`src/hw/rtl/cft_pkg.sv`:
```
`timescale 1ns / 1ps
package cft_pkg;

    localparam int CHAR_W    = 16;
    localparam int CFG_IDX_W = 3;

    localparam logic [CFG_IDX_W-1:0] CFG_DELIMITER       = 3'd0;
    localparam logic [CFG_IDX_W-1:0] CFG_ENCLOSE_CHAR    = 3'd1;
    localparam logic [CFG_IDX_W-1:0] CFG_TERMINATOR      = 3'd2;
    localparam logic [CFG_IDX_W-1:0] CFG_ALT_TERM_FIRST  = 3'd3;
    localparam logic [CFG_IDX_W-1:0] CFG_ALT_TERM_SECOND = 3'd4;
    localparam logic [CFG_IDX_W-1:0] CFG_ALT_TERM_ENABLE = 3'd5;
    localparam logic [CFG_IDX_W-1:0] CFG_TRIM_SPACE      = 3'd6;

    localparam logic [1:0] KIND_CHAR     = 2'd0;
    localparam logic [1:0] KIND_FIELD    = 2'd1;
    localparam logic [1:0] KIND_RECORD   = 2'd2;
    localparam logic [1:0] KIND_OVERFLOW = 2'd3;

    // source of an emitted character
    typedef enum logic [1:0] {
        SRC_NONE = 2'd0,
        SRC_X    = 2'd1,
        SRC_ENCL = 2'd2,
        SRC_BUF  = 2'd3
    } src_t;

    typedef struct packed {
        logic       in_ready;
        logic       sel_c;
        logic       emit;
        logic [1:0] kind;
        src_t       src;
        logic       set_raw;
        logic       set_seen;
        logic       set_held;
        logic       clr_held;
        logic       push_ws;
        logic       k_inc;
        logic       clr_pending;
        logic       clr_field;
        logic       toggle_q;
        logic       set_lwd;
        logic       la_load;
        logic       la_clear;
        logic       clr_parse;
        logic       flush;
    } cmd_t;

    typedef struct packed {
        logic in_fire;
        logic in_eos;
        logic la_valid;
        logic eos;
        logic x_encl;
        logic s_pair;
        logic x_delim;
        logic x_term;
        logic x_alt;
        logic x_ws;
        logic in_q;
        logic seen;
        logic held;
        logic raw;
        logic lwd;
        logic k_lt_count;
        logic full;
        logic can_emit;
        logic stage_valid;
    } status_t;

    function automatic logic is_ws(input logic [CHAR_W-1:0] c);
        logic r;
        r = (c >= 16'h0009 && c <= 16'h000D) || c == 16'h0020 || c == 16'h0085 ||
            c == 16'h00A0 || c == 16'h1680 || (c >= 16'h2000 && c <= 16'h200A) ||
            c == 16'h2028 || c == 16'h2029 || c == 16'h202F || c == 16'h205F ||
            c == 16'h3000;
        return r;
    endfunction

endpackage

```
`src/hw/rtl/cft_ifs.sv`:
```
`timescale 1ns / 1ps
interface cft_char_if import cft_pkg::*; ();
    logic              valid;
    logic              ready;
    logic [CHAR_W-1:0] char_code;
    logic              end_of_source;
    modport source (output valid, char_code, end_of_source, input ready);
    modport sink   (input valid, char_code, end_of_source, output ready);
endinterface

interface cft_tok_if import cft_pkg::*; ();
    logic              valid;
    logic              ready;
    logic [1:0]        kind;
    logic [CHAR_W-1:0] field_char;
    logic              last_of_run;
    modport source (output valid, kind, field_char, last_of_run, input ready);
    modport sink   (input valid, kind, field_char, last_of_run, output ready);
endinterface

interface cft_cfg_if import cft_pkg::*; ();
    logic                 valid;
    logic                 ready;
    logic [CFG_IDX_W-1:0] index;
    logic [CHAR_W-1:0]    data;
    modport source (output valid, index, data, input ready);
    modport sink   (input valid, index, data, output ready);
endinterface

```
`src/hw/rtl/cft_dp.sv`:
```
`timescale 1ns / 1ps
module cft_dp
    import cft_pkg::*;
#(
    parameter int PENDING_DEPTH = 16
)
(
    input  logic          clk,
    input  logic          rst_n,
    cft_char_if.sink      chars,
    cft_tok_if.source     tokens,
    cft_cfg_if.sink       cfg,
    input  cmd_t          cmd,
    output status_t       st
);

    localparam int CW = $clog2(PENDING_DEPTH + 1);
    localparam int IW = (PENDING_DEPTH > 1) ? $clog2(PENDING_DEPTH) : 1;

    logic [CHAR_W-1:0] delim_reg, encl_reg, term_reg, alt_first_reg, alt_second_reg;
    logic              alt_en_reg, trim_reg;

    logic [CHAR_W-1:0] char_reg, char_next;
    logic              eos_reg, eos_next;
    logic [CHAR_W-1:0] la_char_reg, la_char_next;
    logic              la_valid_reg, la_valid_next;
    logic              in_q_reg, in_q_next;
    logic              raw_reg, raw_next;
    logic              seen_reg, seen_next;
    logic              held_reg, held_next;
    logic              lwd_reg, lwd_next;
    logic [CW-1:0]     cnt_reg, cnt_next;
    logic [CW-1:0]     k_reg, k_next;
    logic [CHAR_W-1:0] space_buf [PENDING_DEPTH];

    logic              stage_valid_reg, stage_valid_next;
    logic [1:0]        stage_kind_reg, stage_kind_next;
    logic [CHAR_W-1:0] stage_char_reg, stage_char_next;
    logic              out_valid_reg, out_valid_next;
    logic [1:0]        out_kind_reg, out_kind_next;
    logic [CHAR_W-1:0] out_char_reg, out_char_next;
    logic              out_last_reg, out_last_next;

    logic              in_fire, out_free;
    logic [CHAR_W-1:0] x, emit_char;

    assign cfg.ready    = 1'b1;
    assign chars.ready  = cmd.in_ready;
    assign in_fire      = chars.valid && cmd.in_ready;

    assign tokens.valid       = out_valid_reg;
    assign tokens.kind        = out_kind_reg;
    assign tokens.field_char  = out_char_reg;
    assign tokens.last_of_run = out_last_reg;

    assign x        = cmd.sel_c ? char_reg : la_char_reg;
    assign out_free = !out_valid_reg || tokens.ready;

    always_comb
    begin
        st             = '0;
        st.in_fire     = in_fire;
        st.in_eos      = chars.end_of_source;
        st.la_valid    = la_valid_reg;
        st.eos         = eos_reg;
        st.x_encl      = (x == encl_reg);
        st.s_pair      = !cmd.sel_c && (char_reg == encl_reg);
        st.x_delim     = (x == delim_reg);
        st.x_term      = (x == term_reg);
        st.x_alt       = alt_en_reg && !cmd.sel_c && (x == alt_first_reg) &&
                         (char_reg == alt_second_reg);
        st.x_ws        = trim_reg && is_ws(x);
        st.in_q        = in_q_reg;
        st.seen        = seen_reg;
        st.held        = held_reg;
        st.raw         = raw_reg;
        st.lwd         = lwd_reg;
        st.k_lt_count  = (k_reg < cnt_reg);
        st.full        = (cnt_reg == CW'(PENDING_DEPTH));
        st.can_emit    = !stage_valid_reg || out_free;
        st.stage_valid = stage_valid_reg;
    end

    always_comb
    begin
        case (cmd.src)
            SRC_X:    emit_char = x;
            SRC_ENCL: emit_char = encl_reg;
            SRC_BUF:  emit_char = space_buf[k_reg[IW-1:0]];
            default:  emit_char = '0;
        endcase
    end

    // parse state
    always_comb
    begin
        char_next     = char_reg;
        eos_next      = eos_reg;
        la_char_next  = la_char_reg;
        la_valid_next = la_valid_reg;
        in_q_next     = in_q_reg;
        raw_next      = raw_reg;
        seen_next     = seen_reg;
        held_next     = held_reg;
        lwd_next      = lwd_reg;
        cnt_next      = cnt_reg;
        k_next        = k_reg;
        if (in_fire)
        begin
            char_next = chars.char_code;
            eos_next  = chars.end_of_source;
        end
        if (cmd.toggle_q)
            in_q_next = !in_q_reg;
        if (cmd.set_lwd)
            lwd_next = st.x_delim;
        if (cmd.set_raw)
            raw_next = 1'b1;
        if (cmd.set_seen)
            seen_next = 1'b1;
        if (cmd.set_held)
            held_next = 1'b1;
        if (cmd.clr_held)
            held_next = 1'b0;
        if (cmd.push_ws)
            cnt_next = cnt_reg + CW'(1);
        if (cmd.k_inc)
            k_next = k_reg + CW'(1);
        if (cmd.clr_pending)
        begin
            cnt_next = '0;
            k_next   = '0;
        end
        if (cmd.clr_field)
        begin
            raw_next  = 1'b0;
            seen_next = 1'b0;
            held_next = 1'b0;
            cnt_next  = '0;
            k_next    = '0;
        end
        if (cmd.la_load)
        begin
            la_char_next  = char_reg;
            la_valid_next = 1'b1;
        end
        if (cmd.la_clear)
            la_valid_next = 1'b0;
        if (cmd.clr_parse)
        begin
            la_char_next  = '0;
            la_valid_next = 1'b0;
            in_q_next     = 1'b0;
            lwd_next      = 1'b0;
            raw_next      = 1'b0;
            seen_next     = 1'b0;
            held_next     = 1'b0;
            cnt_next      = '0;
            k_next        = '0;
        end
    end

    // one staged result ahead of the output register, so last_of_run is known
    always_comb
    begin
        stage_valid_next = stage_valid_reg;
        stage_kind_next  = stage_kind_reg;
        stage_char_next  = stage_char_reg;
        out_valid_next   = out_valid_reg && !tokens.ready;
        out_kind_next    = out_kind_reg;
        out_char_next    = out_char_reg;
        out_last_next    = out_last_reg;
        if (cmd.emit)
        begin
            if (stage_valid_reg)
            begin
                out_valid_next = 1'b1;
                out_kind_next  = stage_kind_reg;
                out_char_next  = stage_char_reg;
                out_last_next  = 1'b0;
            end
            stage_valid_next = 1'b1;
            stage_kind_next  = cmd.kind;
            stage_char_next  = emit_char;
        end
        else if (cmd.flush && stage_valid_reg)
        begin
            out_valid_next   = 1'b1;
            out_kind_next    = stage_kind_reg;
            out_char_next    = stage_char_reg;
            out_last_next    = 1'b1;
            stage_valid_next = 1'b0;
        end
    end

    always_ff @(posedge clk or negedge rst_n)
    begin
        if (!rst_n)
        begin
            delim_reg      <= 16'd44;
            encl_reg       <= 16'd34;
            term_reg       <= 16'd10;
            alt_first_reg  <= 16'd13;
            alt_second_reg <= 16'd10;
            alt_en_reg     <= 1'b1;
            trim_reg       <= 1'b0;
        end
        else if (cfg.valid)
        begin
            unique case (cfg.index)
                CFG_DELIMITER:       delim_reg      <= cfg.data;
                CFG_ENCLOSE_CHAR:    encl_reg       <= cfg.data;
                CFG_TERMINATOR:      term_reg       <= cfg.data;
                CFG_ALT_TERM_FIRST:  alt_first_reg  <= cfg.data;
                CFG_ALT_TERM_SECOND: alt_second_reg <= cfg.data;
                CFG_ALT_TERM_ENABLE: alt_en_reg     <= cfg.data[0];
                CFG_TRIM_SPACE:      trim_reg       <= cfg.data[0];
                default:             ;
            endcase
        end
    end

    always_ff @(posedge clk or negedge rst_n)
    begin
        if (!rst_n)
        begin
            eos_reg         <= 1'b0;
            la_char_reg     <= '0;
            la_valid_reg    <= 1'b0;
            in_q_reg        <= 1'b0;
            raw_reg         <= 1'b0;
            seen_reg        <= 1'b0;
            held_reg        <= 1'b0;
            lwd_reg         <= 1'b0;
            cnt_reg         <= '0;
            k_reg           <= '0;
            stage_valid_reg <= 1'b0;
            out_valid_reg   <= 1'b0;
        end
        else
        begin
            eos_reg         <= eos_next;
            la_char_reg     <= la_char_next;
            la_valid_reg    <= la_valid_next;
            in_q_reg        <= in_q_next;
            raw_reg         <= raw_next;
            seen_reg        <= seen_next;
            held_reg        <= held_next;
            lwd_reg         <= lwd_next;
            cnt_reg         <= cnt_next;
            k_reg           <= k_next;
            stage_valid_reg <= stage_valid_next;
            out_valid_reg   <= out_valid_next;
        end
    end

    always_ff @(posedge clk)
    begin
        char_reg       <= char_next;
        stage_kind_reg <= stage_kind_next;
        stage_char_reg <= stage_char_next;
        out_kind_reg   <= out_kind_next;
        out_char_reg   <= out_char_next;
        out_last_reg   <= out_last_next;
        if (cmd.push_ws)
            space_buf[cnt_reg[IW-1:0]] <= x;
    end

endmodule

```
`src/hw/rtl/cft_ctrl.sv`:
```
`timescale 1ns / 1ps
module cft_ctrl
    import cft_pkg::*;
(
    input  logic    clk,
    input  logic    rst_n,
    input  status_t st,
    output cmd_t    cmd
);

    typedef enum logic [4:0] {
        S_IDLE  = 5'b00001,
        S_JUDGE = 5'b00010,
        S_ADD   = 5'b00100,
        S_FIN   = 5'b01000,
        S_DONE  = 5'b10000
    } state_t;

    state_t state_reg, state_next;
    logic   sel_reg, sel_next;
    logic   pend_reg, pend_next;

    logic is_add, is_toggle, is_end, used, need_emit;

    always_comb
    begin
        is_toggle = st.x_encl && !st.s_pair;
        is_add    = st.x_encl ? st.s_pair
                              : (st.in_q || !(st.x_delim || st.x_term || st.x_alt));
        is_end    = !st.x_encl && !st.in_q && (st.x_delim || st.x_term || st.x_alt);
        used      = (st.x_encl && st.s_pair) || (is_end && !st.x_delim && !st.x_term);
        need_emit = is_end ||
                    (is_add && st.x_ws && st.seen && st.full) ||
                    (is_add && !st.x_ws && !st.seen && !st.x_encl);
    end

    always_comb
    begin
        cmd        = '0;
        cmd.sel_c  = sel_reg;
        cmd.src    = SRC_NONE;
        state_next = state_reg;
        sel_next   = sel_reg;
        pend_next  = pend_reg;
        unique case (state_reg)
            S_IDLE:
            begin
                cmd.in_ready = 1'b1;
                if (st.in_fire)
                begin
                    pend_next = 1'b1;
                    if (st.la_valid)
                    begin
                        sel_next   = 1'b0;
                        state_next = S_JUDGE;
                    end
                    else if (st.in_eos)
                    begin
                        sel_next   = 1'b1;
                        state_next = S_JUDGE;
                    end
                    else
                    begin
                        state_next = S_DONE;
                    end
                end
            end
            S_JUDGE:
            begin
                // hold until the result path has room
                if (!need_emit || st.can_emit)
                begin
                    cmd.set_lwd  = 1'b1;
                    cmd.toggle_q = is_toggle;
                    if (used)
                        pend_next = 1'b0;
                    if (is_end)
                    begin
                        cmd.emit      = 1'b1;
                        cmd.kind      = st.x_delim ? KIND_FIELD : KIND_RECORD;
                        cmd.clr_field = 1'b1;
                    end
                    else if (is_add)
                    begin
                        cmd.set_raw = 1'b1;
                        if (st.x_ws)
                        begin
                            if (st.seen && st.full)
                            begin
                                cmd.emit = 1'b1;
                                cmd.kind = KIND_OVERFLOW;
                            end
                            else if (st.seen)
                            begin
                                cmd.push_ws = 1'b1;
                            end
                        end
                        else if (!st.seen)
                        begin
                            cmd.set_seen = 1'b1;
                            if (st.x_encl)
                            begin
                                cmd.set_held = 1'b1;
                            end
                            else
                            begin
                                cmd.emit = 1'b1;
                                cmd.kind = KIND_CHAR;
                                cmd.src  = SRC_X;
                            end
                        end
                    end
                    if (is_add && !st.x_ws && st.seen)
                        state_next = S_ADD;
                    else if (sel_reg)
                        state_next = S_FIN;
                    else if (st.eos && !used)
                    begin
                        sel_next   = 1'b1;
                        state_next = S_JUDGE;
                    end
                    else if (st.eos)
                        state_next = S_FIN;
                    else
                        state_next = S_DONE;
                end
            end
            S_ADD:
            begin
                // release held enclose char, then held spaces, then the char
                if (st.can_emit)
                begin
                    cmd.emit = 1'b1;
                    cmd.kind = KIND_CHAR;
                    if (st.held)
                    begin
                        cmd.src      = SRC_ENCL;
                        cmd.clr_held = 1'b1;
                    end
                    else if (st.k_lt_count)
                    begin
                        cmd.src   = SRC_BUF;
                        cmd.k_inc = 1'b1;
                    end
                    else
                    begin
                        cmd.src         = SRC_X;
                        cmd.clr_pending = 1'b1;
                        if (sel_reg)
                            state_next = S_FIN;
                        else if (st.eos && pend_reg)
                        begin
                            sel_next   = 1'b1;
                            state_next = S_JUDGE;
                        end
                        else if (st.eos)
                            state_next = S_FIN;
                        else
                            state_next = S_DONE;
                    end
                end
            end
            S_FIN:
            begin
                if (st.raw || st.in_q || st.lwd)
                begin
                    if (st.can_emit)
                    begin
                        cmd.emit      = 1'b1;
                        cmd.kind      = KIND_RECORD;
                        cmd.clr_field = 1'b1;
                        state_next    = S_DONE;
                    end
                end
                else
                begin
                    state_next = S_DONE;
                end
            end
            S_DONE:
            begin
                if (st.can_emit)
                begin
                    cmd.flush = 1'b1;
                    if (st.eos)
                        cmd.clr_parse = 1'b1;
                    else if (pend_reg)
                        cmd.la_load = 1'b1;
                    else
                        cmd.la_clear = 1'b1;
                    state_next = S_IDLE;
                end
            end
            default:
            begin
                state_next = S_IDLE;
            end
        endcase
    end

    always_ff @(posedge clk or negedge rst_n)
    begin
        if (!rst_n)
        begin
            state_reg <= S_IDLE;
            sel_reg   <= 1'b0;
            pend_reg  <= 1'b0;
        end
        else
        begin
            state_reg <= state_next;
            sel_reg   <= sel_next;
            pend_reg  <= pend_next;
        end
    end

endmodule

```
`src/hw/rtl/csv_field_tokenizer.sv`:
```
`timescale 1ns / 1ps
// CSV field tokenizer over UTF-16 code units. Each character is held one item
// so it can be judged with its follower (doubled enclose char, two-character
// alternative terminator). Results on tokens are field characters, field ends,
// record ends and whitespace-overflow marks; last_of_run flags the final result
// of each input item. An item that only fills the lookahead goes straight to
// the final step. Otherwise the state machine judges the character; one that
// joins a field that has already begun follows the held characters it releases
// (held enclose char and held whitespace, up to PENDING_DEPTH), and at end
// of source it checks for the closing record. The state machine runs these
// steps, one result per cycle, and waits whenever the output register is full.
// Configuration writes are taken any cycle and must only occur while idle.
module csv_field_tokenizer
    import cft_pkg::*;
#(
    parameter int PENDING_DEPTH = 16
)
(
    input  logic      clk,
    input  logic      rst_n,
    cft_char_if.sink  chars,
    cft_tok_if.source tokens,
    cft_cfg_if.sink   cfg
);

    cmd_t    cmd;
    status_t st;

    cft_ctrl u_ctrl
    (
        .clk   (clk),
        .rst_n (rst_n),
        .st    (st),
        .cmd   (cmd)
    );

    cft_dp #(
        .PENDING_DEPTH (PENDING_DEPTH)
    ) u_dp
    (
        .clk    (clk),
        .rst_n  (rst_n),
        .chars  (chars),
        .tokens (tokens),
        .cfg    (cfg),
        .cmd    (cmd),
        .st     (st)
    );

    a_emit_room: assert property (@(posedge clk) disable iff (!rst_n)
        cmd.emit |-> st.can_emit)
        else $error("result emitted with no room");

    a_start_empty: assert property (@(posedge clk) disable iff (!rst_n)
        cmd.in_ready |-> !st.stage_valid)
        else $error("new item accepted with a staged result left over");

    a_push_room: assert property (@(posedge clk) disable iff (!rst_n)
        cmd.push_ws |-> !st.full)
        else $error("whitespace pushed into full buffer");

endmodule
```
`src/flat_wrapper.sv`:
```
// flat-port wrapper written by rule: the top's interface ports become plain ports
module csv_field_tokenizer_flat import cft_pkg::*;
#(
    parameter int PENDING_DEPTH = 16
)
  (clk, rst_n, chars_valid, chars_char_code, chars_end_of_source, chars_ready, tokens_valid, tokens_kind, tokens_field_char, tokens_last_of_run, tokens_ready, cfg_valid, cfg_index, cfg_data, cfg_ready);
  cft_char_if chars_i ();
  cft_tok_if tokens_i ();
  cft_cfg_if cfg_i ();
  input  logic clk;
  input  logic rst_n;
  input wire logic [$bits(chars_i.valid)-1:0] chars_valid;
  input wire logic [$bits(chars_i.char_code)-1:0] chars_char_code;
  input wire logic [$bits(chars_i.end_of_source)-1:0] chars_end_of_source;
  output wire logic [$bits(chars_i.ready)-1:0] chars_ready;
  output wire logic [$bits(tokens_i.valid)-1:0] tokens_valid;
  output wire logic [$bits(tokens_i.kind)-1:0] tokens_kind;
  output wire logic [$bits(tokens_i.field_char)-1:0] tokens_field_char;
  output wire logic [$bits(tokens_i.last_of_run)-1:0] tokens_last_of_run;
  input wire logic [$bits(tokens_i.ready)-1:0] tokens_ready;
  input wire logic [$bits(cfg_i.valid)-1:0] cfg_valid;
  input wire logic [$bits(cfg_i.index)-1:0] cfg_index;
  input wire logic [$bits(cfg_i.data)-1:0] cfg_data;
  output wire logic [$bits(cfg_i.ready)-1:0] cfg_ready;
  assign chars_i.valid = chars_valid;
  assign chars_i.char_code = chars_char_code;
  assign chars_i.end_of_source = chars_end_of_source;
  assign chars_ready = chars_i.ready;
  assign tokens_valid = tokens_i.valid;
  assign tokens_kind = tokens_i.kind;
  assign tokens_field_char = tokens_i.field_char;
  assign tokens_last_of_run = tokens_i.last_of_run;
  assign tokens_i.ready = tokens_ready;
  assign cfg_i.valid = cfg_valid;
  assign cfg_i.index = cfg_index;
  assign cfg_i.data = cfg_data;
  assign cfg_ready = cfg_i.ready;
  csv_field_tokenizer #(.PENDING_DEPTH(PENDING_DEPTH)) u_core (.clk(clk), .rst_n(rst_n), .chars(chars_i), .tokens(tokens_i), .cfg(cfg_i));
endmodule
```
`config.mk`:
```
export PLATFORM = sky130hd
export DESIGN_NAME = csv_field_tokenizer_flat
export DESIGN_NICKNAME = d
export VERILOG_FILES = /design/src/hw/rtl/cft_pkg.sv /design/src/hw/rtl/cft_ifs.sv /design/src/hw/rtl/cft_dp.sv /design/src/hw/rtl/cft_ctrl.sv /design/src/hw/rtl/csv_field_tokenizer.sv /design/src/flat_wrapper.sv
export SDC_FILE = /design/constraint.sdc
export NUM_CORES = 1
export LEC_CHECK = 0
export BUFFER_PORTS_ARGS = -buffer_cell sky130_fd_sc_hd__buf_2
export CORE_AREA = 2 2 256 258
export DETAILED_ROUTE_END_ITERATION = 16
export DIE_AREA = 0 0 258 260
export HOLD_SLACK_MARGIN = 0.08
export SYNTH_ARGS = -nofsm -noshare
export SYNTH_HDL_FRONTEND = slang
export SYNTH_SLANG_ARGS = --single-unit
```
`constraint.sdc`:
```
create_clock -name clk -period 8.5 [get_ports clk]
set_clock_uncertainty 0.1 [all_clocks]
set_input_delay 1.7 -clock clk [delete_from_list [all_inputs] [get_ports clk]]
set_output_delay 1.7 -clock clk [all_outputs]
set_load 0.1 [all_outputs]
```
=== Yosys cells after proc, flatten, opt, wreduce, memory -nomap -nowiden ===
Memories as Yosys holds them, arrays and structs flattened.
Index checks and enable logic that the tools add are counted.

* RAM bits: 256
* Memories kept: 1
* Register bits: 177
* Logic and storage cells: 291
* Bits in latches: 0
* Bits in read-only memories: 0
* Bits of input ports: 41
* Output and inout bits: 22

* Magnitude comparators: 5
* Shift-type cells: 0
* Multiply operators: 0
* Multiplexer cells: 129
* Add/sub/neg operators: 2
* Bitwise gates (word level): 0
* Reduce and logical (&&, ||, !) cells: 85
* Eq/ne operators: 41
* Div/mod/pow operators: 0

{| class="wikitable"
|+ Memory list
! memory !! depth !! width !! read ports !! clocked after Yosys merged registers in !! write ports !! RTL line !! text
|-
| u_core.u_dp.space_buf || 16 || 16 || 1 || 0 || 1 || cft_dp.sv:34 || <nowiki>logic [CHAR_W-1:0] space_buf [PENDING_DEPTH];</nowiki>
|}

{| class="wikitable"
|+ Operator list
! operator !! count
|-
| two-way mux 5 bit || 28
|-
| == test 16 bit || 6
|-
| two-way mux 16 bit || 6
|-
| == test 16 x 14 -> 1 bit (second input constant) || 5
|-
| two-way mux 1 bit || 63
|-
| one-hot mux 16 bit (3 select lines) || 1
|-
| == test 16 x 8 -> 1 bit (second input constant) || 2
|-
| two-way mux 2 bit || 14
|-
| logical AND 1 bit || 26
|-
| one-hot mux 5 bit (5 select lines) || 1
|-
| logical OR 1 bit || 21
|-
| two-way mux 3 bit || 7
|-
| != test 2 bit (second input constant) || 9
|-
| == test 16 x 13 -> 1 bit (second input constant) || 1
|-
| == test 16 x 6 -> 1 bit (second input constant) || 1
|-
| >= comparator 16 x 14 -> 1 bit (second input constant) || 1
|-
| >= comparator 16 x 4 -> 1 bit (second input constant) || 1
|-
| <= comparator 16 x 14 -> 1 bit (second input constant) || 1
|-
| <= comparator 16 x 4 -> 1 bit (second input constant) || 1
|-
| two-way mux 8 bit || 2
|-
| AND reduction 2 bit || 8
|-
| zero test 1 bit || 14
|-
| nonzero test 3 bit || 4
|-
| nonzero test 4 bit || 3
|-
| other kinds (23) || 36
|}

=== Longest topological paths before layout ===
Gate-level depths: netlist (run 1).

* Depth in word-level cells: 27
* Gate-level depth with buffers: 14
* Gate-level depth less buffers: 10

=== Cells and area by module ===
A second synthesis (run 1) with hierarchy kept.

* Cell total of the unflattened synthesis: 1165
* Area, all modules: 18946.9 um^2

{| class="wikitable"
|+ By module, submodules not included
! module !! instances !! area each (um^2) !! cells each !! seq. area each (um^2)
|-
| cft_dp || 1 || 17988.5 || 1039 || 12223.0
|-
| cft_ctrl || 1 || 958.4 || 126 || 176.4
|}

=== Worst setup path after synthesis (run 1) ===
OpenSTA, ideal clock, no wires.

* Path kind: input port to flip-flop
* From: input tokens_ready
* To: register u_core.u_dp.out_char_reg[0] (netlist: u_core.u_dp.tokens.field_char[0]), enable pin
* Data required time: 8.000 ns
* Library setup time: 0.400 ns
* Path buffers: 1
* Cell stages on the path: 6
* Arrival time: 3.592 ns
* Setup slack: 4.408 ns
* Cell sequence: nor2b_1 -> and2_1 -> clkbuf_1 -> nor3_1 -> a221oi_4 -> a21boi_1

* Longest elaborated chain between the ends: 7
* Elaborated cells between the ends (all ways): 14
* Classes of those cells: 1 x eq/ne; 7 x mux; 6 x reduce/logical

{| class="wikitable"
|+ Ends and longest elaborated chain
! item !! RTL line !! text
|-
| from (decl) || flat_wrapper.sv:20 || <nowiki>input wire logic [$bits(tokens_i.ready)-1:0] tokens_ready;</nowiki>
|-
| logical OR 1 bit (*) || cft_dp.sv:57 || <nowiki>assign out_free = !out_valid_reg || tokens.ready;</nowiki>
|-
| logical OR 1 bit (*) || cft_dp.sv:80 || <nowiki>st.can_emit = !stage_valid_reg || out_free;</nowiki>
|-
| two-way mux 3 bit (tied with other cells) || cft_ctrl.sv:167 || <nowiki>if (st.can_emit)</nowiki>
|-
| two-way mux 3 bit (tied with other cells) || cft_ctrl.sv:165 || <nowiki>if (st.raw || st.in_q || st.lwd)</nowiki>
|-
| one-hot mux 3 bit (3 select lines) / logical AND 1 bit (equally long branches) || cft_ctrl.sv:45, cft_dp.sv:186 ||
|-
| != test 2 bit (no source line) / nonzero test 2 bit (equally long branches) || -- ||
|-
| AND reduction 2 bit (no source line) (*) || -- ||
|-
| to (signal assigned) || cft_dp.sv:263 || <nowiki>out_char_reg <= out_char_next;</nowiki>
|-
| to (decl) || cft_dp.sv:41 || <nowiki>logic [CHAR_W-1:0] out_char_reg, out_char_next;</nowiki>
|}

Mark *: on every way between the ends. The rest lies on a longest branch, timed or not.
A chain may end at the register's enable or synchronous reset.

=== Worst setup path in the final report (run 1) ===
* From: register u_core.u_ctrl.sel_reg
* To: memory u_core.u_dp.space_buf[8][2], enable pin

* Longest elaborated chain between the ends: 25
* Elaborated cells between the ends (all ways): 62
* Classes of those cells: 4 x order compare; 13 x eq/ne; 9 x mux; 36 x reduce/logical

{| class="wikitable"
|+ Ends and longest elaborated chain
! item !! RTL line !! text
|-
| from (decl) || cft_ctrl.sv:20 || <nowiki>logic sel_reg, sel_next;</nowiki>
|-
| from (signal assigned) || cft_ctrl.sv:212 || <nowiki>sel_reg <= sel_next;</nowiki>
|-
| two-way mux 16 bit || cft_dp.sv:56 || <nowiki>assign x = cmd.sel_c ? char_reg : la_char_reg;</nowiki>
|-
| >= comparator 16 x 4 -> 1 bit / <= comparator 16 x 4 -> 1 bit (equally long branches) || cft_pkg.sv:74 || <nowiki>r = (c >= 16'h0009 && c <= 16'h000D) || c == 16'h0020 || c == 16'h0085 ||</nowiki>
|-
| logical AND 1 bit || cft_pkg.sv:74 ||
|-
| logical OR 1 bit (3 in a row) || cft_pkg.sv:74 ||
|-
| logical OR 1 bit (3 in a row) || cft_pkg.sv:75 || <nowiki>c == 16'h00A0 || c == 16'h1680 || (c >= 16'h2000 && c <= 16'h200A) ||</nowiki>
|-
| logical OR 1 bit (4 in a row) || cft_pkg.sv:76 || <nowiki>c == 16'h2028 || c == 16'h2029 || c == 16'h202F || c == 16'h205F ||</nowiki>
|-
| logical AND 1 bit || cft_dp.sv:72 || <nowiki>st.x_ws = trim_reg && is_ws(x);</nowiki>
|-
| logical AND 1 bit / zero test 1 bit (equally long branches) || cft_ctrl.sv:33, cft_ctrl.sv:34 ||
|-
| logical AND 1 bit, on equally long branches (2 in a row) || cft_ctrl.sv:33, cft_ctrl.sv:34 ||
|-
| logical OR 1 bit / logical AND 1 bit (equally long branches) || cft_ctrl.sv:32, cft_ctrl.sv:34 ||
|-
| logical OR 1 bit || cft_ctrl.sv:33 || <nowiki>(is_add && st.x_ws && st.seen && st.full) ||</nowiki>
|-
| zero test 1 bit || cft_ctrl.sv:71 || <nowiki>if (!need_emit || st.can_emit)</nowiki>
|-
| logical OR 1 bit || cft_ctrl.sv:71 ||
|-
| two-way mux 1 bit (*) || cft_ctrl.sv:71 ||
|-
| two-way mux 1 bit (*) || cft_ctrl.sv:45 || <nowiki>unique case (state_reg)</nowiki>
|-
| two-way mux 1 bit (*) || cft_dp.sv:265 || <nowiki>if (cmd.push_ws)</nowiki>
|-
| two-way mux 1 bit (implied by the code) (*) || cft_dp.sv:266 || <nowiki>space_buf[cnt_reg[IW-1:0]] <= x;</nowiki>
|-
| to (decl) || cft_dp.sv:34 ||
|}

Marks and branches as above.

==> impl_results.md, run 1 <==
- GRT Util Overall: 15.7%
- Crit path DAT: 5.37 ns
- Later-pin clock latency in the skew report: 0.60 ns
- Clk slew on worst S/H paths: 0.06 ns
- Syn Nets: 1225
- Clock Sinks: 433
- Drt pass-1 iters: 5
- Area growth from synthesis to layout: 14.3%
- Root Driver: clkbuf_16
- Critical Path RT: 8.61 ns
- Largest net degree at the start of global routing: 69
- Initial antenna violation count: 1
- CTS buffer count: 45
- Antenna viol nets, final: 0
- CTS tree: built
- CP peak stage delay: 0.83 ns
- RSZ-0062 raised after global routing: false
- Post-layout nets: 1288
- Sequential element share of the synthesized area: 64.7%
- First-pass GRT wire length: 76800 um
- Hold Crit Class: reg2reg
- Slowest CP cell: dfrtp_2
- Max_slew headroom: 26.6%
- Post-Synthesis Cells: 1175
- Die W: 258 um
- Share of flip-flops with an asynchronous set or reset: 28.6%
- Die area: 67100 um^2
- # diodes: 0
- Max reg flops: 256
- Critical Path Source Type: flip-flop
- Outcome: finished clean
- Gpl congestion: 0.948
- Met3 WL post-DR: 3080 um
- DRT iter0 DRCs: 1142
- Setup crit end kind: flip-flop
- Peak VDD IR: 0.134 mV
- Pwr/cell area: 290 nW/um^2
- Syn Area/Cell: 16.3 um^2
- Leakage power: 7.45 nW
- Hold_buf cts: 0
- Post-CTS setup buffer count: 0
- Hold Violations, Final: 0
- Congestion Overflow GR: 0
- IO Count: 63
- Share of cells above drive strength 1: 28.5%
- Longest Clk Path Bufs: 3
- DRT Wirelength: 52400 um
- Final period utilization: 61.9%
- Final setup viols: 0
- CP cell instances: buf_4, mux2i_4, xnor2_1, nor4_1, nand4_1, nand2b_1, a31o_1, nand4_2, nor3_4, and3_1
- Dpl hpwl: 36100 um
- Row Count: 93
- Via count: 10800
- Top cell family by delay on the critical path: simple AND/OR/NAND/NOR gates
- Drt drc: 0
- Via-per-instance ratio: 5.06
- Core Box Area: 64100 um^2
- Worst-margin pin slew: 1.10 ns
- EDFF count, synth: 309
- YS warnings: 0
- FF+latch count, synth: 433
- WL met2: 25000 um
- Mapped Area: 19200 um^2
- Die H: 260 um
- Vias in the first global route: 10900
- CP Buf/Inv Count: 1
- Starting Density: 29.9%
- CTS resizes: 0
- Highest routed layer: met5
- Hold WS: 0.317 ns
- Routed WL per cell: 24.6 um
- WL met1: 22800 um
- I/O Buffers: 61
- Max cap viols: 0
- Synth Flop Type: edfxtp_1
- Netlist cell types: 85
- TNS Setup: 0 ns
- Setup CP Type: reg2reg
- Fin. max-slew vios: 0
- Final min period: 5.26 ns
- Crit-path max FO: 26
- F_max: 190 MHz
- H-tree levels: 2
power breakdown:
part	internal, mW	switching [mW]	total, mW
clock network	1.15	0.856	2.00
logic	0.470	0.924	1.39
registers	2.67	0.299	2.97
total	4.28	2.08	6.36
metrics by stage:
stage	utilization, %	setup WS (ns)	power (mW)	std cells	cell area [um^2]
6_report	34.2	3.24	6.36	2130	21900
5_1_grt	34.2	2.80	6.61	2130	21900
4_1_cts	34.2	3.23	6.40	2130	21900
3_5_place_dp	31.8	3.24	4.40	2046	20400
3_3_place_gp	31.8	3.36	4.38	2046	20400
2_1_floorplan	-	4.41	3.87	1175	19200
cells by family (layout without fill, tap and decap cells):
logic type,Yosys count,after routing,share of synthesized area (%)
compound gates,113,113,4.56
xor+xnor,98,98,4.48
fa+ha+maj,9,9,0.587
buf+inv,82,182,1.95
flops,433,433,64.7
mux,188,188,16.5
other cells,1,1,0.0196
simple gates,251,251,7.23
synthesized netlist by cell type, types with 5 or more instances:
cell type,count,area share (%)
mux2_2,83,4.9
buf_6,5,0.29
buf_1,6,0.12
nand4_1,17,0.55
nand3_1,11,0.29
nand3b_1,5,0.20
nor2b_1,5,0.16
xor2_1,16,0.73
nand2_1,55,1.1
dfrtp_1,110,14
a21oi_1,16,0.42
nor2_1,48,0.94
nand2b_1,7,0.23
clkbuf_1,39,0.76
edfxtp_1,309,48
ha_1,9,0.59
nor4_1,22,0.72
a21o_1,7,0.27
mux2i_4,13,1.5
and2_1,7,0.23
dfstp_2,14,1.9
inv_1,22,0.43
nor3_1,17,0.44
and3_1,20,0.65
o21ai_0,22,0.57
mux4_2,80,9.4
nor3b_1,7,0.27
xnor2_1,82,3.7
a221o_1,16,0.84
mux2i_1,8,0.42
layout by cell type, fill, tap and decap left out, types with 5 or more instances in the layout:
cell type	count
nand3_1	11
xnor2_1	82
nor2b_1	5
bufinv_16	5
mux2i_1	8
nor3_1	15
buf_4	12
ha_1	9
buf_2	60
clkbuf_16	45
a221o_1	16
mux2_2	83
xor2_1	16
mux4_2	80
edfxtp_1	309
mux2i_4	13
nand2_1	55
dfstp_2	14
and3_1	20
clkinv_4	5
and2_1	7
nand4_1	17
clkinv_1	7
o21ai_0	22
nor2_1	48
clkinv_2	8
nor3b_1	5
clkbuf_1	9
a21oi_1	16
nand2b_1	7
dfrtp_1	107
nor4_1	22
nand3b_1	5
a21o_1	7
inv_1	22
final cells by class:
cell class                      count  area (um^2)
Fill cell                        6078        42200
Sequential cell                   433        12400
Multi-Input combinational cell    660         6440
Clock buffer                       54         1160
Tap cell                          855         1070
Timing Repair Buffer               72          390
Clock inverter                     30          350
Inverter                           26         97.6
worst paths after layout:
| kind | to | slack (ns) | startpoint | cells after the start |
|---|---|---|---|---|
| max in group asynchronous | u_core.u_dp.alt_second_reg[10] | 5.91 | rst_n | 2 |
| max reg2reg | u_core.u_dp.space_buf[8][2] | 3.24 | u_core.u_ctrl.sel_reg | 10 |
| min reg2reg | u_core.u_dp.tokens.field_char[8] | 0.32 | u_core.u_dp.stage_char_reg[8] | 0 |
| min | u_core.u_dp.tokens.field_char[8] | 0.32 | u_core.u_dp.stage_char_reg[8] | 0 |
| max | u_core.u_dp.space_buf[8][2] | 3.24 | u_core.u_ctrl.sel_reg | 10 |
| min in group asynchronous | u_core.u_dp.eos_reg | 1.10 | rst_n | 1 |
per-layer routing:
metal,global-route usage (%),vias to the layer above
met5,0,-
met1,21.6,5614
met3,2.62,92
met4,5.07,2
li1,-,4702
met2,25.5,373
(Power assumes the default switching activity.)
==> inputs of run 2 (changes only) <==
clock period = 4.9 ns   (was 8.5 ns; I/O delays follow)
==> run 2 against run 1 <==
Net effect:
- critical path depth increased by 1
- critical path type unchanged
- largest power group unchanged
- routed wire length decreased by 4.6%
- highest routed layer is now met4
- clock power up 69%
==> impl_results.md, run 2 (same netlist as run 1, synthesis figures left out) <==
- Layout Cells excl Fill: 2154 (+1.1%)
- Outcome: finished clean
- Antenna viol nets, final: 0 (unchanged)
- Critical path startpoint: u_core.u_ctrl.sel_reg
- Largest net degree at the start of global routing: 81 (+17%)
- CP cell instances: buf_12, mux2i_4, xnor2_1, nor4_1, nand4_1, nand2b_1, a31o_1, nand4_2, nor3_4, and3_1, buf_12
- Vias in the first global route: 11100 (+2.1%)
- Crit-path max FO: 20 (-23%)
- Final min period: 4.53 ns (-0.731 ns)
- Drt drc: 0 (unchanged)
- First-pass GRT wire length: 75300 um (-2.0%)
- Filler cells: 6156 (+1.3%)
- Most Crowded Layer GR: met2
- F_max: 221 MHz (+16%)
- Die H: 260 um (unchanged)
- Clock Sinks: 433 (unchanged)
- Slowest CP cell: dfrtp_2
- Hold Crit Class: reg2reg
- Root Driver: clkbuf_16
- Clk slew on worst S/H paths: 0.06 ns (about the same)
- GRT Util Overall: 15.0% (-0.74 points)
- Later-pin clock latency in the skew report: 0.59 ns (about the same)
- Starting Density: 29.9% (unchanged)
- Tot Pwr: 10.9 mW (+72%)
- Pwr/cell area: 494 nW/um^2 (+70%)
- TNS Setup: 0 ns (unchanged)
- Critical Path RT: 5.10 ns (-3.51 ns)
- Critical Path Source Type: flip-flop
- Worst slack, placed: 0.425 ns (-2.82 ns)
- Max cap viols: 0 (unchanged)
- RSZ-0062 raised after global routing: false
- Post-CTS setup buffer count: 0 (unchanged)
- Hold_buf cts: 0 (unchanged)
- Highest-count cells in the layout ignoring fill and taps: edfxtp_1 (309), dfrtp_1 (107), mux2_2 (83)
- Dpl hpwl: 34500 um (-4.4%)
- Longest Clk Path Bufs: 3 (unchanged)
- DRT Wirelength: 50000 um (-4.6%)
- Final setup viols: 0 (unchanged)
- Hold WS: 0.329 ns (+0.0123 ns)
- I/O Buffers: 61 (unchanged)
- Die area: 67100 um^2 (unchanged)
- Max reg flops: 256 (unchanged)
- Final period utilization: 92.4% (+31 points)
- Post-layout nets: 1316 (+2.2%)
- Flop-to-flop setup slack: 0.37 ns (-2.87 ns)
- Hold Violations, Final: 0 (unchanged)
- Via-per-instance ratio: 5.02 (-0.76%)
- Via count: 10800 (+0.36%)
- Reg2Reg Depth: 11 (+1)
- Reg2reg end: u_core.u_dp.space_buf[15][0]
- Fin. max-slew vios: 0 (unchanged)
- H-tree levels: 2 (unchanged)
- Most common cell after layout, fill and taps aside: edfxtp_1
- DRT iter0 DRCs: 1094 (-4.2%)
- CTS tree: built
- Initial antenna violation count: 0 (-1)
- CP peak stage delay: 0.57 ns (-0.26 ns)
- GR Layer Usage met1: 21.3% (-0.30 points)
- Setup CP Type: reg2reg
- # diodes: 0 (unchanged)
- IO Count: 63 (unchanged)
- Area growth from synthesis to layout: 15.3%
- Congestion Overflow GR: 0 (unchanged)
- Row Count: 93 (unchanged)
- Post-route cell area: 22100 um^2 (+0.83%)
- Placed standard-cell area: 20700 um^2 (+1.3%)
- Most numerous cell on the critical path: buf_12
- Crit path DAT: 4.72 ns (-0.65 ns)
- Setup crit end kind: flip-flop
- Post-placement cell count: 2075 (+1.4%)
- Die W: 258 um (unchanged)
- Gpl congestion: 0.933 (-1.6%)
- Met2 usage: 24.0% (-1.5 points)
- Routed WL per cell: 23.2 um (-5.6%)
- Critical R2R Launch: u_core.u_ctrl.sel_reg
- Core Box Area: 64100 um^2 (unchanged)
- Worst-margin pin slew: 1.10 ns (+0.00179 ns)
- CTS resizes: 0 (unchanged)
- CTS buffer count: 44 (-2.2%)
- Grt met3 use: 2.23% (-0.39 points)
- Leakage power: 7.57 nW (+1.7%)
- Max_slew headroom: 26.5% (-0.12 points)
- Drt pass-1 iters: 5 (unchanged)
- Utilization after layout: 34.5% (+0.28 points)
- CP Capture Point: u_core.u_dp.space_buf[15][0]
- Peak VDD IR: 0.228 mV (+70%)
- Final WS setup: 0.372 ns (-2.87 ns)
- Share of cells above drive strength 1: 29.7% (+1.2 points)
[run 2: changes by cell type in the layout (fill, tap and decap cells not counted), sizes merged]
cell	before	now
bufinv	5	4
clkinv	23	14
buf	72	101
clkbuf	54	59
[run 2: worst max-delay path: cells and delay by family, from the launching register on]
| kind | cells | cell delay (ns) |
|---|---|---|
| AO/OA/AOI/OAI | 1 | 0.39 |
| XOR/XNOR | 1 | 0.11 |
| buffers and inverters | 2 | 0.46 |
| flip-flops | 1 | 0.57 |
| multiplexers | 1 | 0.43 |
| AND/OR/NAND/NOR | 6 | 2.17 |
[run 2: final cells by class]
type / instances / area, um^2 / share of cell area [%]
Clock inverter: 20 / 239 / 1.08
Tap cell: 855 / 1070 / 4.84
Timing Repair Buffer: 101 / 646 / 2.92
Inverter: 26 / 97.6 / 0.442
Clock buffer: 59 / 1200 / 5.43
Multi-Input combinational cell: 660 / 6440 / 29.1
Sequential cell: 433 / 12400 / 56.1
[run 2: worst min-delay path by stage]
stage                                               from                                 to  slack (ns)  depth (start not counted)
after floorplan            u_core.u_dp.stage_char_reg[0]   u_core.u_dp.tokens.field_char[0]        0.30                          0
after global placement    u_core.u_dp.stage_char_reg[12]  u_core.u_dp.tokens.field_char[12]        0.31                          0
after detailed placement   u_core.u_dp.stage_kind_reg[0]         u_core.u_dp.tokens.kind[0]        0.31                          0
after CTS                                          rst_n               u_core.u_dp.k_reg[2]        0.33                          1
after global routing       u_core.u_dp.stage_kind_reg[0]         u_core.u_dp.tokens.kind[0]        0.33                          0
final                      u_core.u_dp.stage_kind_reg[1]         u_core.u_dp.tokens.kind[1]        0.33                          0
[run 2: power breakdown]
group	switching, mW	internal, mW	total, mW
registers	0.464	4.62	5.08
clock network	1.44	1.94	3.39
logic	1.59	0.864	2.45
[run 2: routing by layer]
metal,routed length [um],vias up,part of all wire (%)
li1,-,4748,-
met1,22800,5701,46
met2,23700,300,47
met3,2420,73,4.8
met4,1040,0,2.1
met5,0,-,0
==> inputs of run 3 (changes only) <==
CORE_AREA = 5 5 259 261   (was 2 2 256 258)
DIE_AREA = 0 0 264 266   (was 0 0 258 260)
clock period = 3.9 ns   (was 4.9 ns; I/O delays follow)
==> run 3 against run 2 <==
Net effect:
- cell count up 1.9%
- sequential share of layout area down 1.4 points
- global-route usage down 0.88 points
- non-clock buffer count up 40
- highest routed layer unchanged
- largest cell class unchanged
- total power up 27%
- die area up 4.7%
- combinational power up 31%
- routed wire length up 0.93%
- core utilization up 0.82 points
==> impl_results.md, run 3 (same netlist as run 1, synthesis figures left out) <==
- Outcome: finished clean
- Met3 WL post-DR: 2500 um (+3.3%)
- Share of total power in the clock network: 30.7% (-0.3 points)
- Final setup viols: 0 (unchanged)
- Starting Density: 29.8% (-0.054 points)
- TNS Setup: 0 ns (unchanged)
- Switching power: 4.38 mW (+25%)
- Root Driver: clkbuf_16
- Gpl congestion: 0.937 (+0.39%)
- RSZ-0062 raised after global routing: false
- Highest-count cells in the layout ignoring fill and taps: edfxtp_1 (309), dfrtp_1 (107), mux2_2 (83)
- Seq. cell area: 12400 um^2 (unchanged)
- Hold Crit Class: in2async
- Most common cell after layout, fill and taps aside: edfxtp_1
- # diodes: 0 (unchanged)
- Sw frac: 31.4% (-0.56 points)
- Core Box Area: 64200 um^2 (+0.18%)
- Initial antenna violation count: 0 (unchanged)
- First-pass GRT wire length: 76000 um (+0.95%)
- Die area: 70200 um^2 (+4.7%)
- Dpl hpwl: 34400 um (-0.52%)
- F_max: 271 MHz (+23%)
- WL met1: 22700 um (-0.51%)
- Via-per-instance ratio: 5.00 (-0.49%)
- CTS tree: built
- Largest net degree at the start of global routing: 68 (-16%)
- Flop pwr share: 46.3% (-0.3 points)
- Die W: 264 um (+2.3%)
- Clock Sinks: 433 (unchanged)
- Clk slew on worst S/H paths: 0.06 ns (about the same)
- Fin. max-slew vios: 0 (unchanged)
- DRT Wirelength: 50500 um (+0.93%)
- Layout Cells excl Fill: 2194 (+1.9%)
- Routed WL per cell: 23.0 um (-0.91%)
- Max_slew headroom: 30.3% (+3.9 points)
- Worst-margin pin slew: 1.04 ns (-0.0567 ns)
- I/O Buffers: 61 (unchanged)
- IO Count: 63 (unchanged)
- Highest routed layer: met4
- Reg2Reg Depth: 13 (+2)
- Power share of the combinational group: 23.1% (+0.7 points)
- Pwr/cell area: 614 nW/um^2 (+24%)
- Post-placement cell count: 2108 (+1.6%)
- Later-pin clock latency in the skew report: 0.58 ns (about the same)
- Max cap viols: 0 (unchanged)
- Multi-input gate area: 6450 um^2 (+0.19%)
- CTS buffer count: 46 (+4.5%)
- Vias in the first global route: 11300 (+1.6%)
- Filler cells: 6100 (-0.91%)
- Drt drc: 0 (unchanged)
- Share of cells above drive strength 1: 32.3% (+2.6 points)
- Peak VDD IR: 0.264 mV (+16%)
- Hold_buf cts: 0 (unchanged)
- H-tree levels: 2 (unchanged)
- Final period utilization: 94.8% (+2.4 points)
- Crit path DAT: 3.86 ns (-0.86 ns)
- Critical Path RT: 4.07 ns (-1.03 ns)
- Via count: 11000 (+1.4%)
- Longest Clk Path Bufs: 3 (unchanged)
- Setup crit end kind: flip-flop
- Critical Path Source Type: flip-flop
- Congestion Overflow GR: 0 (unchanged)
- Die H: 266 um (+2.3%)
- Leakage power: 7.84 nW (+3.6%)
- GRT Util Overall: 14.1% (-0.88 points)
- WL met2: 24200 um (+1.9%)
- Crit-path max FO: 16 (-20%)
- Hold Violations, Final: 0 (unchanged)
- Setup CP Type: reg2reg
- Antenna viol nets, final: 0 (unchanged)
- Area growth from synthesis to layout: 18.2%
- Int Pwr: 9.54 mW (+28%)
- DRT iter0 DRCs: 846 (-23%)
- Drt pass-1 iters: 6 (+1)
- Row Count: 93 (unchanged)
- Final min period: 3.70 ns (-0.832 ns)
- Post-layout nets: 1358 (+3.2%)
- Max reg flops: 256 (unchanged)
==> run 3: cell types whose count changed in the layout (fill, tap and decap cells not counted), sizes merged <==
cell | before | now
clkinv | 14 | 13
bufinv | 4 | 3
clkbuf | 59 | 61
inv | 27 | 28
buf | 101 | 141
clkinvlp | 1 | 0
==> run 3: power by group through the flow <==
stage	Combinational, mW	Clock, mW	Sequential (mW)
finish	3.21	4.27	6.44
CTS	3.18	4.38	6.43
global placement	3.08	0	6.53
global route	3.46	4.57	6.47
detailed placement	3.14	0	6.53
floorplan	2.00	0	6.45
==> run 3: through the flow <==
step	utilization (%)	instance area, um^2	worst slack (ns)	hold slack, ns	power [mW]
6_report	35.3	22700	0.204	0.228	13.9
5_1_grt	35.3	22700	0.00119	0.262	14.5
3_3_place_gp	32.9	21100	0.0652	0.302	9.61
4_1_cts	35.2	22600	0.151	0.252	14.0
3_5_place_dp	32.9	21100	-0.102	0.320	9.67
2_1_floorplan	-	19200	0.319	0.300	8.45
==> run 3: layer usage <==
layer,up-vias,track usage [%]
met5,-,0
met1,5720,20.0
met2,333,23.1
met4,0,3.36
met3,68,2.07
li1,4848,-
==> run 3: critical path: stages, from the launching register on <==
cell and delay, ns:
dfrtp_2 0.41, buf_4 0.18, buf_12 0.16, mux2i_4 0.20, xnor2_1 0.17, nor4_1 0.33, nand4_1 0.17, nand2b_1 0.15
a31o_1 0.44, nand4_2 0.27, nor3_4 0.21, buf_12 0.16, and3_1 0.21, buf_12 0.20
==> run 3: worst paths after layout <==
kind,to,slack [ns],from
max,u_core.u_dp.space_buf[4][2],0.20,u_core.u_ctrl.sel_reg
min,u_core.u_dp.la_char_reg[1],0.23,rst_n
max reg2reg,u_core.u_dp.space_buf[4][2],0.20,u_core.u_ctrl.sel_reg
min reg2reg,u_core.u_dp.tokens.field_char[2],0.33,u_core.u_dp.stage_char_reg[2]
max in group asynchronous,u_core.u_dp.delim_reg[2],2.54,rst_n
min in group clk,u_core.u_dp.char_reg[10],0.28,chars_char_code[10]
==> run 3: layout make-up <==
cell class | count | share of cell area (%)
well taps | 855 | 4.72
multi-input cells | 660 | 28.5
clock inverters | 18 | 0.817
repair buffers | 141 | 5.22
clock buffers | 61 | 5.60
flip-flops and latches | 433 | 54.7
inverters | 26 | 0.431
==> run 3: what timing repair did <==
action,CTS,global route
setup buffers,3,4
pin swaps,1,1
endpoints found under the setup margin,293,64
gates resized for setup,0,6
